## config.mk

```make
export PLATFORM = sky130hd
export DESIGN_NAME = extended_euclid_gcd_top
export DESIGN_NICKNAME = d
export VERILOG_FILES = /design/src/rtl/egcd_pkg.sv /design/src/rtl/egcd_round.sv /design/src/rtl/extended_euclid_gcd_top.sv
export SDC_FILE = /design/constraint.sdc
export NUM_CORES = 1
export LEC_CHECK = 0
export BUFFER_PORTS_ARGS = -buffer_cell sky130_fd_sc_hd__buf_4
export CAP_MARGIN = 20
export CORE_ASPECT_RATIO = 0.8
export CORE_MARGIN = 5
export CORE_UTILIZATION = 35
export CTS_CLUSTER_DIAMETER = 200
export DETAILED_ROUTE_END_ITERATION = 12
export PLACE_DENSITY = 0.54
export SYNTH_ARGS = -nofsm -noshare
export SYNTH_HDL_FRONTEND = slang
export SYNTH_SLANG_ARGS = --single-unit
export TNS_END_PERCENT = 20
```

## constraint.sdc

```tcl
create_clock -name clk_i -period 18.8 [get_ports clk_i]
set_clock_uncertainty 0.15 [all_clocks]
set_input_delay 0.94 -clock clk_i [delete_from_list [all_inputs] [get_ports clk_i]]
set_output_delay 0.94 -clock clk_i [all_outputs]
set_load 0.05 [all_outputs]
```

## src/rtl/egcd_pkg.sv

```systemverilog
// Shared types for the extended Euclid GCD block.
`default_nettype none
package egcd_pkg;

  typedef enum logic [3:0] {
    ST_IDLE   = 4'b0001,
    ST_CHECK  = 4'b0010,
    ST_DIV    = 4'b0100,
    ST_FINISH = 4'b1000
  } state_e;

  typedef struct packed {
    logic busy;
    logic done;
  } rnd_status_t;

endpackage
`default_nettype wire

```

## src/rtl/egcd_round.sv

```systemverilog
// Bit-serial divider with quotient-times-coefficient accumulators for one Euclid round.
`default_nettype none
module egcd_round
  import egcd_pkg::*;
#(
  parameter int WIDTH = 32
) (
  input  wire logic               clk_i,
  input  wire logic               rst_ni,
  input  wire logic               start_i,
  input  wire logic [WIDTH-2:0]   dividend_i,
  input  wire logic [WIDTH-2:0]   divisor_i,
  input  wire logic [WIDTH-1:0]   mul_s_i,
  input  wire logic [WIDTH-1:0]   mul_t_i,
  output rnd_status_t             status_o,
  output logic      [WIDTH-2:0]   rem_o,
  output logic      [WIDTH-1:0]   prod_s_o,
  output logic      [WIDTH-1:0]   prod_t_o
);

  localparam int N     = WIDTH - 1;
  localparam int CNT_W = $clog2(N);

  logic             busy_q, busy_d;
  logic             done_q, done_d;
  logic [CNT_W-1:0] cnt_q, cnt_d;
  logic [N-1:0]     quo_q, quo_d;
  logic [N-1:0]     rem_q, rem_d;
  logic [WIDTH-1:0] acc_s_q, acc_s_d;
  logic [WIDTH-1:0] acc_t_q, acc_t_d;
  logic [N+1:0]     diff;
  logic             ge;

  assign diff = {1'b0, rem_q, quo_q[N-1]} - {2'b00, divisor_i};
  assign ge   = ~diff[N+1];

  always_comb begin
    busy_d  = busy_q;
    done_d  = 1'b0;
    cnt_d   = cnt_q;
    quo_d   = quo_q;
    rem_d   = rem_q;
    acc_s_d = acc_s_q;
    acc_t_d = acc_t_q;
    if (start_i) begin
      busy_d  = 1'b1;
      cnt_d   = CNT_W'(N - 1);
      quo_d   = dividend_i;
      rem_d   = '0;
      acc_s_d = '0;
      acc_t_d = '0;
    end else if (busy_q) begin
      quo_d   = {quo_q[N-2:0], ge};
      rem_d   = ge ? diff[N-1:0] : {rem_q[N-2:0], quo_q[N-1]};
      acc_s_d = {acc_s_q[WIDTH-2:0], 1'b0} + (ge ? mul_s_i : '0);
      acc_t_d = {acc_t_q[WIDTH-2:0], 1'b0} + (ge ? mul_t_i : '0);
      if (cnt_q == '0) begin
        busy_d = 1'b0;
        done_d = 1'b1;
      end else begin
        cnt_d = cnt_q - 1'b1;
      end
    end
  end

  always_ff @(posedge clk_i or negedge rst_ni) begin
    if (!rst_ni) begin
      busy_q <= 1'b0;
      done_q <= 1'b0;
      cnt_q  <= '0;
    end else begin
      busy_q <= busy_d;
      done_q <= done_d;
      cnt_q  <= cnt_d;
    end
  end

  always_ff @(posedge clk_i) begin
    quo_q   <= quo_d;
    rem_q   <= rem_d;
    acc_s_q <= acc_s_d;
    acc_t_q <= acc_t_d;
  end

  assign status_o.busy = busy_q;
  assign status_o.done = done_q;
  assign rem_o         = rem_q;
  assign prod_s_o      = acc_s_q;
  assign prod_t_o      = acc_t_q;

  a_start_busy : assert property (@(posedge clk_i) disable iff (!rst_ni)
    start_i |=> busy_q) else $error("round unit did not go busy");
  a_done_idle : assert property (@(posedge clk_i) disable iff (!rst_ni)
    done_q |-> !busy_q && $past(busy_q)) else $error("done without a finished round");
  a_start_divisor : assert property (@(posedge clk_i) disable iff (!rst_ni)
    start_i |-> divisor_i != '0) else $error("round started with zero divisor");

endmodule
`default_nettype wire

```

## src/rtl/extended_euclid_gcd_top.sv

```systemverilog
// Top level of the extended Euclid GCD block: stream ports, sequencer and Bezout registers.
//
// One item carries operands a and b and yields gcd(a,b) with coefficients s and t such that
// s*a + t*b = gcd; b = 0 gives s = 1, t = 0. Each Euclid round runs a bit-serial divider that
// retires one quotient bit per cycle while the quotient-times-coefficient products build up
// alongside. An item runs as many rounds as Euclid's algorithm needs for its operands.
// The input is not ready while an item is in work; a finished result sits in an output
// register, so the next item is taken while it waits.
`default_nettype none
module extended_euclid_gcd_top
  import egcd_pkg::*;
#(
  parameter int WIDTH = 32
) (
  input  wire logic                                  clk_i,
  input  wire logic                                  rst_ni,
  input  wire logic                                  s_axis_tvalid,
  output logic                                       s_axis_tready,
  // operand_a, operand_b, zero fill
  input  wire logic [((2*WIDTH-2)+7)/8*8-1:0]        s_axis_tdata,
  output logic                                       m_axis_tvalid,
  input  wire logic                                  m_axis_tready,
  // gcd_value, coef_s, coef_t, zero fill
  output logic      [((3*WIDTH-1)+7)/8*8-1:0]        m_axis_tdata
);

  localparam int N = WIDTH - 1;

  state_e           state_q, state_d;
  logic [N-1:0]     x_q, y_q;
  logic [WIDTH-1:0] sc_q, sn_q, tc_q, tn_q;
  logic [N-1:0]     gcd_q;
  logic [WIDTH-1:0] s_out_q, t_out_q;
  logic             m_valid_q, m_valid_d;
  logic             in_fire, out_load, rnd_start;
  rnd_status_t      rnd_status;
  logic [N-1:0]     rnd_rem;
  logic [WIDTH-1:0] prod_s, prod_t;

  assign s_axis_tready = (state_q == ST_IDLE);
  assign in_fire       = s_axis_tvalid && s_axis_tready;
  assign rnd_start     = (state_q == ST_CHECK) && (y_q != '0);
  assign out_load      = (state_q == ST_FINISH) && (!m_valid_q || m_axis_tready);

  egcd_round #(.WIDTH(WIDTH)) u_round (
    .clk_i      (clk_i),
    .rst_ni     (rst_ni),
    .start_i    (rnd_start),
    .dividend_i (x_q),
    .divisor_i  (y_q),
    .mul_s_i    (sn_q),
    .mul_t_i    (tn_q),
    .status_o   (rnd_status),
    .rem_o      (rnd_rem),
    .prod_s_o   (prod_s),
    .prod_t_o   (prod_t)
  );

  always_comb begin
    state_d = state_q;
    unique case (state_q)
      ST_IDLE:   if (in_fire) state_d = ST_CHECK;
      ST_CHECK:  state_d = (y_q == '0) ? ST_FINISH : ST_DIV;
      ST_DIV:    if (rnd_status.done) state_d = ST_CHECK;
      ST_FINISH: if (out_load) state_d = ST_IDLE;
      default:   state_d = ST_IDLE;
    endcase
  end

  always_comb begin
    m_valid_d = m_valid_q;
    if (out_load) begin
      m_valid_d = 1'b1;
    end else if (m_axis_tready) begin
      m_valid_d = 1'b0;
    end
  end

  always_ff @(posedge clk_i or negedge rst_ni) begin
    if (!rst_ni) begin
      state_q   <= ST_IDLE;
      m_valid_q <= 1'b0;
    end else begin
      state_q   <= state_d;
      m_valid_q <= m_valid_d;
    end
  end

  always_ff @(posedge clk_i) begin
    if (in_fire) begin
      x_q  <= s_axis_tdata[N-1:0];
      y_q  <= s_axis_tdata[2*N-1:N];
      sc_q <= WIDTH'(1);
      sn_q <= '0;
      tc_q <= '0;
      tn_q <= WIDTH'(1);
    end else if (state_q == ST_DIV && rnd_status.done) begin
      x_q  <= y_q;
      y_q  <= rnd_rem;
      sc_q <= sn_q;
      sn_q <= sc_q - prod_s;
      tc_q <= tn_q;
      tn_q <= tc_q - prod_t;
    end
    if (out_load) begin
      gcd_q   <= x_q;
      s_out_q <= sc_q;
      t_out_q <= tc_q;
    end
  end

  always_comb begin
    m_axis_tdata              = '0;
    m_axis_tdata[N-1:0]       = gcd_q;
    m_axis_tdata[N +: WIDTH]  = s_out_q;
    m_axis_tdata[2*WIDTH-1 +: WIDTH] = t_out_q;
  end
  assign m_axis_tvalid = m_valid_q;

  a_round_back : assert property (@(posedge clk_i) disable iff (!rst_ni)
    (state_q == ST_DIV && rnd_status.done) |=> state_q == ST_CHECK)
    else $error("sequencer missed end of round");
  a_out_hold : assert property (@(posedge clk_i) disable iff (!rst_ni)
    (m_axis_tvalid && !m_axis_tready) |=> m_axis_tvalid && $stable(m_axis_tdata))
    else $error("output item changed while stalled");
  a_idle_round : assert property (@(posedge clk_i) disable iff (!rst_ni)
    s_axis_tready |-> !rnd_status.busy)
    else $error("input ready while a round is running");

endmodule
`default_nettype wire
```

==> results.py, run 1 <==
metrics = {
    "sta": {
        "slew_headroom": 0.316,
        "fin_crit_ns": 7.12,
        "max_slew.worst_pin.slew_ns": 1.03,
        "grt_setup_unrepaired": "false",
        "hold_violations": 0,
        "fin_ws_ns": 11.68,
        "max_freq_ghz": 0.140,
        "finalSetupViolations": 0,
        "min_period_over_period": 0.379,
        "drv_slew": 0,
        "setup_tns_ns": 0,
    },
    "yosys": {
        "netlist.area_leader.share": 0.242,
        "synthCells": 2609,
        "synth-edff-count": 188,
        "ys_top_cells_by_area": "edfxtp_1 (24%), dfxtp_1 (19%), ha_1 (8.3%)",
        "netlist_area_um2": 23300,
        "ys_seq_area_frac": 0.447,
        "async_reset_ff_frac": 0.0284,
        "syn-num-nets": 2837,
        "yosys_warnings": 0,
        "synth_area_per_cell_um2": 8.94,
        "synthDistinctLibCells": 78,
        "synth_ff_type": "dfxtp_1",
        "synth_top_cell_by_area": "edfxtp_1",
        "ys_seq_elements": 423,
    },
    "clock_network": {
        "cts_made_buffers": 48,
        "cts_tree": "built",
        "clockBufferDepth": 3,
        "cts-resized-gates": 0,
        "htreeDepth": 2,
        "cts.sinks": 423,
        "clkLatencyLatePin_ns": 0.59,
        "cts-hold-fix-buffers": 0,
        "ctsRootBufferMaster": "clkbuf_16",
        "clkTransAtPathRegs_ns": 0.06,
        "cts_setup_buffers": 0,
    },
    "routing": {
        "drt_first_pass_iters": 5,
        "top_layer": "met4",
        "ant_nets": 0,
        "drt-initial-drc-count": 1086,
        "via_per_inst": 5.13,
        "wl_met1_mm": 29.7,
        "num_vias": 18600,
        "dr_wl_met2_mm": 27.1,
        "wire_per_inst_um": 16.7,
        "met3_length_mm": 2.58,
        "wirelength_mm": 60.6,
        "drc": 0,
    },
    "job": {
        "maxCapViolations": 0,
    },
    "setup_path": {
        "cp-end-kind": "register",
        "cp.required_ns": 19.13,
        "start_kind": "register",
        "arrival_ns": 7.45,
        "path_class": "register to register",
        "path_max_fanout": 60,
    },
    "global_routing": {
        "grt_pass1_vias": 18100,
        "track_usage": 0.163,
        "antenna_found_initial": 0,
        "grt_pass1_wl_mm": 96.6,
        "globalRouteOverflowTotal": 0,
        "grt_max_degree": 82,
    },
    "placed_design": {
        "placed_cells": 3537,
        "numPortBuffers": 162,
        "placed_area_um2": 25300,
        "dp_hpwl_mm": 41.6,
        "place_ws_ns": 11.74,
        "routabilityCongestion": 0.872,
    },
    "finish": {
        "most-common-layout-cells": "nand2_1 (501), a21oi_1 (243), dfxtp_1 (223)",
        "area_delta_synth_final_pct": 16.2,
        "final_nets": 2956,
        "drive_gt1_frac": 0.108,
        "fin_util": 0.411,
        "antenna_cells": 0,
        "postLayoutCellArea_um2": 27100,
        "layout.cells.non_filler": 3628,
        "layout_commonest_cell": "nand2_1",
    },
    "pwr": {
        "p_leak_nw": 11.6,
        "max-vdd-ir-drop_v": 0.0000824,
        "power_density_nw_per_um2": 157,
    },
    "die": {
        "dieWidth_um": 299,
        "rows": 84,
        "core-area_um2": 65900,
        "ios": 166,
        "design.die.area_um2": 71900,
        "die_h_um": 241,
        "start_util": 0.354,
    },
    "worst_hold_path": {
        "hold_path_class": "primary input to async pin",
    },
    "outcome": {
        "status": "finished, final reports clean",
    },
}
-- routing by layer --
metal | track usage | vias to the layer above
li1 | - | 9393
met1 | 0.232 | 8806
met2 | 0.264 | 327
met3 | 0.0246 | 86
met4 | 0.0416 | 0
met5 | 0 | -
-- synthesized netlist by cell type, drive strengths merged, types with 5 or more instances --
master and n:
a41oi 5, a211o 10, o21ai 145, nand2 501, nor3 29, nor4 14
fa 5, xor2 45, xnor2 78, edfxtp 188, a31o 8, o211ai 17
buf 22, o31a 7, inv 137, or2 5, mux2 5, a211oi 37
mux2i 56, o21bai 19, nor2b 22, nand2b 32, a21oi 244, nor2 182
a31oi 25, nand3 26, ha 155, or3 12, a311oi 13, dfrtp 11
dfxtp 223, and2 69, clkbuf 87, nor3b 5, and3 23, nand4 15
a21o 50, o21a 20
-- flip-flops by register name (all words and copies together), names as in the netlist --
register / cells
sc_q: 32
y_q: 31
m_axis_tvalid: 1
u_round.quo_q: 31
tc_q: 32
t_out_q: 32
s_out_q: 32
u_round.prod_s_o: 32
sn_q: 32
u_round.rem_o: 31
tn_q: 32
u_round.busy_q: 1
state_q: 4
u_round.cnt_q: 5
u_round.done_q: 1
gcd_q: 31
u_round.prod_t_o: 32
x_q: 31
-- kinds of logic after synthesis --
group	count (synthesis)	synth area share
fa+ha+maj	160	0.0875
mux	61	0.0273
other cells	1	0.000161
compound gates	647	0.172
buf+inv	246	0.0407
simple gates	948	0.180
flops	423	0.447
xor+xnor	123	0.0462
-- power breakdown --
part	internal [mW]	switching (mW)	total (mW)
Sequential	1.22	0.164	1.38
Combinational	0.757	1.09	1.84
Clock	0.619	0.402	1.02
Total	2.59	1.65	4.25
-- through the flow --
stage / power [mW] / hold WS [ns]
3_5_place_dp: 3.22 / 0.285
5_1_grt: 4.58 / 0.0236
2_1_floorplan: 2.79 / 0.258
6_report: 4.25 / 0.0418
4_1_cts: 4.27 / 0.0000780
3_3_place_gp: 3.18 / 0.286
-- cell type report --
cell class | instances | area (um2)
inverters | 137 | 514
fillers | 6476 | 38800
flip-flops and latches | 423 | 10400
clock buffers | 64 | 1350
repair buffers | 178 | 1360
clock inverters | 26 | 373
well taps | 860 | 1080
multi-input cells | 1940 | 12000
-- path summary, 6_finish.rpt --
kind                       slack (ns)  startpoint                   end  cells after the start
max                             11.68      y_q[0]  u_round.prod_t_o[31]                     23
max reg2reg                     11.68      y_q[0]  u_round.prod_t_o[31]                     23
min reg2reg                      0.29     x_q[15]             gcd_q[15]                      0
max in group asynchronous       18.21      rst_ni            state_q[0]                      1
min                              0.04      rst_ni      u_round.cnt_q[4]                      1
min in group clk_i               0.29     x_q[15]             gcd_q[15]                      0
-- worst max-delay path, cell delays in order, from the launching register on --
cell	delay, ns
edfxtp_1	0.41
ha_1	0.23
fa_1	0.40
nand2b_1	0.20
a21oi_1	0.20
o21a_1	0.31
o311a_4	0.31
a2111oi_4	0.09
o21bai_2	0.31
a21o_2	0.47
buf_4	0.64
and2_1	0.22
ha_1	0.21
fa_1	0.24
a21oi_1	0.13
o2111ai_1	0.30
nand2_1	0.15
a221oi_1	0.59
a31oi_1	0.26
nor4_1	0.35
o22ai_1	0.17
xnor2_1	0.25
nor3_1	0.09
a211o_1	0.27
Power figures use the tool's default switching activity.
==> run 2, diff against run 1 <==
==> constraint.sdc (replaced) <==
create_clock -name clk_i -period 6.6 [get_ports clk_i]
set_clock_uncertainty 0.15 [all_clocks]
set_input_delay 0.33 -clock clk_i [delete_from_list [all_inputs] [get_ports clk_i]]
set_output_delay 0.33 -clock clk_i [all_outputs]
set_load 0.05 [all_outputs]
==> run 2 against run 1 <==
Compared with the run above:
- design area rose by 1.9%
- count of clock-buffer cells in the layout rose by 9
- total power rose to 2.8 times the previous value
- routed wire length rose by 1.5%
- clock power rose to 2.6 times the previous value
- critical endpoint is now u_round.prod_s_o[30]
==> results.py, run 2 (synthesized netlist as in run 1, its figures left out) <==
metrics = {
    "setup_path": {
        "critPathBufInv": 1,
        "path_cells": "inv_1 -> ha_1 -> a21o_1 -> or3_1 -> o21a_1 -> o311a_4 -> a2111oi_4 -> o21bai_2 -> a21o_4 -> and2_1 -> ha_1 -> o21ai_0 -> o21bai_1 -> a21oi_1 -> a211oi_1 -> o21ai_0 -> a311oi_1 -> a21oi_1 -> o22ai_1 -> mux2i_1 -> o311ai_0",
        "slowest_delay_ns": 0.48,
        "cpMaxStageDelayCell": "a311oi_1",
        "cp-end-kind": "register",
        "path_max_fanout": 27,
        "path_class": "register to register",
        "arrival_ns": 6.33,
        "crit_family": "compound AO/OA/AOI/OAI gates",
        "cp.required_ns": 6.85,
        "start_kind": "register",
    },
    "global_routing": {
        "grt_pass1_wl_mm": 98.1,
        "track_usage": 0.165,
        "grt_pass1_vias": 18300,
        "grt_max_degree": 143,
        "globalRouteOverflowTotal": 0,
        "antenna_found_initial": 0,
    },
    "sta": {
        "grt_setup_unrepaired": "false",
        "max_freq_ghz": 0.165,
        "setup_tns_ns": 0,
        "min_period_over_period": 0.921,
        "finalSetupViolations": 0,
        "hold_violations": 0,
        "max_slew.worst_pin.slew_ns": 1.06,
        "drv_slew": 0,
        "slew_headroom": 0.289,
        "holdWs_ns": 0.0970,
        "fin_crit_ns": 6.08,
    },
    "pwr": {
        "p_leak_nw": 11.8,
        "max-vdd-ir-drop_v": 0.000283,
        "power_density_nw_per_um2": 431,
    },
    "placed_design": {
        "routabilityCongestion": 0.875,
        "dp_hpwl_mm": 42.1,
        "numPortBuffers": 162,
        "placed_cells": 3540,
    },
    "finish": {
        "most-common-layout-cells": "nand2_1 (501), a21oi_1 (243), dfxtp_1 (223)",
        "layout_commonest_cell": "nand2_1",
        "final_nets": 3024,
        "layout.cells.non_filler": 3696,
        "seq_area_um2": 10400,
        "area_delta_synth_final_pct": 18.4,
        "num-fill-cells": 6424,
        "multi_input_area_um2": 12000,
        "drive_gt1_frac": 0.104,
        "antenna_cells": 0,
    },
    "die": {
        "dieWidth_um": 299,
        "ios": 166,
        "die_h_um": 241,
        "core-area_um2": 65900,
        "design.die.area_um2": 71900,
        "rows": 84,
        "start_util": 0.354,
    },
    "routing": {
        "ant_nets": 0,
        "wirelength_mm": 61.5,
        "drt_first_pass_iters": 5,
        "num_vias": 18900,
        "drt-initial-drc-count": 1031,
        "via_per_inst": 5.11,
        "wire_per_inst_um": 16.7,
        "drc": 0,
    },
    "clock_network": {
        "clkTransAtPathRegs_ns": 0.06,
        "clkLatencyLatePin_ns": 0.58,
        "clockBufferDepth": 3,
        "cts_made_buffers": 49,
        "ctsRootBufferMaster": "clkbuf_16",
        "cts_tree": "built",
        "htreeDepth": 2,
        "cts.sinks": 423,
    },
    "job": {
        "maxCapViolations": 0,
    },
    "worst_hold_path": {
        "hold_path_class": "primary input to async pin",
    },
    "outcome": {
        "status": "finished, final reports clean",
    },
}
## run 2: cell types whose count changed in the layout (fill, tap and decap cells not counted), moves of 2 or more
cell,delta
clkinvlp_4,-8
clkinv_1,+2
inv_6,+2
buf_4,+2
clkinv_2,+2
clkbuf_8,+3
dlygate4sd3_1,+65
bufinv_16,-5
clkbuf_1,+7
## run 2: area by class of cell
cell class | instances | share of cell area
clock inverters | 18 | 0.00648
repair buffers | 245 | 0.0730
flip-flops and latches | 423 | 0.377
well taps | 860 | 0.0390
multi-input cells | 1940 | 0.435
clock buffers | 73 | 0.0506
inverters | 137 | 0.0186
## run 2: path summary, 6_finish.rpt
path / start / end / slack [ns] / cells past startpoint
max: y_q[5] / u_round.prod_s_o[30] / 0.52 / 21
min: rst_ni / state_q[0] / 0.1 / 2
max reg2reg: y_q[5] / u_round.prod_s_o[30] / 0.52 / 21
min reg2reg: x_q[12] / gcd_q[12] / 0.30 / 0
max in group asynchronous: rst_ni / u_round.busy_q / 5.14 / 3
min in group clk_i: s_axis_tvalid / sc_q[0] / 0.21 / 4
## run 2: metal layers
layer,global-route usage,vias up,share of wire
li1,-,9554,-
met5,0,-,0
met2,0.269,348,0.45
met3,0.0246,80,0.042
met4,0.0426,0,0.020
met1,0.232,8893,0.49
## run 2: worst register-to-register path, stage by stage, from the launching register on
cell and delay [ns]:
edfxtp_1 0.39, inv_1 0.09, ha_1 0.27, a21o_1 0.19, or3_1 0.30, o21a_1 0.27
o311a_4 0.46, a2111oi_4 0.40, o21bai_2 0.18, a21o_4 0.34, and2_1 0.21, ha_1 0.33
o21ai_0 0.13, o21bai_1 0.20, a21oi_1 0.14, a211oi_1 0.38, o21ai_0 0.24, a311oi_1 0.48
a21oi_1 0.19, o22ai_1 0.23, mux2i_1 0.19, o311ai_0 0.15
## run 2: where the power goes
group,internal (mW),switching (mW)
clock,1.58,1.10
sequential,3.47,0.466
combinational,2.18,3.11
total,7.23,4.68
## run 2: stage by stage
stage / power, mW / utilization / area [um2] / setup slack (ns)
floorplan: 7.95 / - / 23300 / 0.691
global placement: 9.08 / 0.385 / 25400 / 0.394
detailed placement: 9.19 / 0.385 / 25400 / 0.328
CTS: 12.0 / 0.419 / 27600 / 0.280
global route: 12.8 / 0.419 / 27600 / 0.109
finish: 11.9 / 0.419 / 27600 / 0.522
## run 2: repair_timing
item,4_1_cts,5_1_grt
buffers inserted,0,0
gates resized for setup,0,2
hold endpoints to repair,75,0
endpoints found under the setup margin,0,2
hold buffers,65,0
==> run 3, diff against run 2 <==
--- a/config.mk
+++ b/config.mk
@@ -7,12 +7,15 @@
 export LEC_CHECK = 0
 export BUFFER_PORTS_ARGS = -buffer_cell sky130_fd_sc_hd__buf_4
 export CAP_MARGIN = 20
+export CELL_PAD_IN_SITES_DETAIL_PLACEMENT = 1
+export CELL_PAD_IN_SITES_GLOBAL_PLACEMENT = 2
 export CORE_ASPECT_RATIO = 0.8
 export CORE_MARGIN = 5
 export CORE_UTILIZATION = 35
 export CTS_CLUSTER_DIAMETER = 200
 export DETAILED_ROUTE_END_ITERATION = 12
-export PLACE_DENSITY = 0.54
+export PLACE_DENSITY = 0.78
+export SKIP_LAST_GASP = 1
 export SYNTH_ARGS = -nofsm -noshare
 export SYNTH_HDL_FRONTEND = slang
 export SYNTH_SLANG_ARGS = --single-unit
==> run 3 against run 2 <==
Compared with the run above:
- count of clock-buffer cells in the layout shrank 11
- core utilization grew 0.17 points
- global-route usage up 1.8 points
- total power increased by 2.9%
- clock power grew 7.5%
- via count up 1.9%
- setup slack lost 0.15 ns
- fmax is 2.4% lower
==> results.py, run 3 (synthesized netlist as in run 1, its figures left out) <==
metrics = {
    "die": {
        "die_h_um": 241,
        "ios": 166,
        "core-area_um2": 65900,
        "rows": 84,
        "design.die.area_um2": 71900,
        "dieWidth_um": 299,
        "start_util": 0.354,
    },
    "pwr": {
        "max-vdd-ir-drop_v": 0.000212,
        "power_density_nw_per_um2": 442,
        "p_leak_nw": 11.9,
        "power_mw": 12.3,
    },
    "finish": {
        "most-common-layout-cells": "nand2_1 (501), a21oi_1 (243), dfxtp_1 (223)",
        "drive_gt1_frac": 0.105,
        "final_nets": 3022,
        "area_delta_synth_final_pct": 18.9,
        "seq_area_um2": 10400,
        "layout_commonest_cell": "nand2_1",
        "num-fill-cells": 7460,
        "multi_input_area_um2": 12000,
    },
    "clock_network": {
        "cts.sinks": 423,
        "cts_tree": "built",
        "clkLatencyLatePin_ns": 0.59,
        "ctsRootBufferMaster": "clkbuf_16",
        "cts_made_buffers": 47,
        "clkTransAtPathRegs_ns": 0.06,
        "cts_setup_buffers": 0,
        "htreeDepth": 2,
        "clockBufferDepth": 3,
    },
    "worst_hold_path": {
        "hold_path_class": "primary input to register",
    },
    "setup_path": {
        "cp.required_ns": 6.89,
        "path_max_fanout": 20,
        "start_kind": "register",
        "arrival_ns": 6.52,
        "path_class": "register to register",
        "cp-end-kind": "register",
    },
    "job": {
        "maxCapViolations": 0,
    },
    "routing": {
        "num_vias": 19200,
        "drt_first_pass_iters": 5,
        "wire_per_inst_um": 18.5,
        "drt-initial-drc-count": 853,
        "wirelength_mm": 68.5,
        "drc": 0,
        "ant_nets": 0,
        "via_per_inst": 5.21,
    },
    "placed_design": {
        "dp_hpwl_mm": 47.7,
        "routabilityCongestion": 0.869,
        "numPortBuffers": 162,
    },
    "sta": {
        "slew_headroom": 0.297,
        "grt_setup_unrepaired": "false",
        "hold_violations": 0,
        "drv_slew": 0,
        "finalSetupViolations": 0,
        "setup_tns_ns": 0,
        "max_slew.worst_pin.slew_ns": 1.05,
        "min_period_over_period": 0.944,
        "max_freq_ghz": 0.161,
        "fin_crit_ns": 6.23,
        "holdWs_ns": 0.0861,
    },
    "global_routing": {
        "grt_pass1_wl_mm": 108,
        "grt_pass1_vias": 20000,
        "globalRouteOverflowTotal": 0,
        "grt_max_degree": 84,
        "track_usage": 0.183,
        "antenna_found_initial": 0,
    },
    "outcome": {
        "status": "finished, final reports clean",
    },
}
-- run 3: changes by cell type in the layout (fill, tap and decap cells not counted), moves of 2 or more --
cell,before,now
bufinv_16,3,9
clkbuf_1,16,9
clkbuf_8,8,4
clkinv_1,2,4
clkinv_4,2,0
clkinvlp_4,0,4
inv_6,2,0
-- run 3: worst paths after layout --
check	slack [ns]	end	from	depth (start not counted)
hold reg to reg	0.29	gcd_q[10]	x_q[10]	0
hold / removal	0.09	m_axis_tvalid	m_axis_tready	3
max in group asynchronous	5.05	u_round.busy_q	rst_ni	3
setup / recovery	0.37	u_round.prod_t_o[30]	y_q[5]	22
min in group asynchronous	0.12	state_q[0]	rst_ni	2
setup reg to reg	0.37	u_round.prod_t_o[30]	y_q[5]	22
-- run 3: stage by stage --
step / util / cell area (um2) / setup WS [ns] / instances
2_1_floorplan: - / 23300 / 0.691 / 2609
3_3_place_gp: 0.385 / 25400 / 0.396 / 3540
3_5_place_dp: 0.385 / 25400 / 0.314 / 3540
4_1_cts: 0.420 / 27700 / 0.250 / 3691
5_1_grt: 0.421 / 27700 / 0.0577 / 3692
6_report: 0.421 / 27700 / 0.372 / 3693
-- run 3: repair_timing --
item,CTS,global route
hold endpoints to repair,74,0
resized for setup,0,2
hold buffers,64,0
endpoints found under the setup margin,0,5
-- run 3: critical path, cell delays in order, from the launching register on --
cell,delay (ns)
edfxtp_1,0.38
inv_1,0.10
ha_1,0.28
a21o_1,0.19
or3_1,0.31
o21a_1,0.27
o311a_4,0.46
a2111oi_4,0.39
o21bai_2,0.19
a21o_4,0.35
buf_4,0.22
and2_1,0.19
ha_1,0.30
a211oi_1,0.35
o21ai_0,0.15
a21oi_1,0.35
o311a_1,0.28
o21ai_0,0.17
o41ai_1,0.42
o2111ai_1,0.21
xor2_1,0.18
mux2i_1,0.15
nor2_1,0.05
-- run 3: per-layer routing --
metal	GRT usage	vias to the layer above	wire, um
li1	-	9506	-
met2	0.312	194	32400
met3	0.0259	72	2050
met1	0.249	9463	32700
met4	0.0436	0	1320
met5	0	-	0
-- run 3: area by class of cell --
type / count / share of cell area
Inverter: 137 / 0.0186
Clock buffer: 62 / 0.0474
Timing Repair Buffer: 245 / 0.0733
Antenna cell: 1 / 0.0000903
Multi-Input combinational cell: 1940 / 0.433
Clock inverter: 25 / 0.0128
Sequential cell: 423 / 0.376
Tap cell: 860 / 0.0388
-- run 3: where the power goes --
group          switching [mW]  leakage (nW)  internal, mW
combinational            3.29          7.31          2.19
clock                    1.12         0.809          1.75
sequential              0.439          3.75          3.47
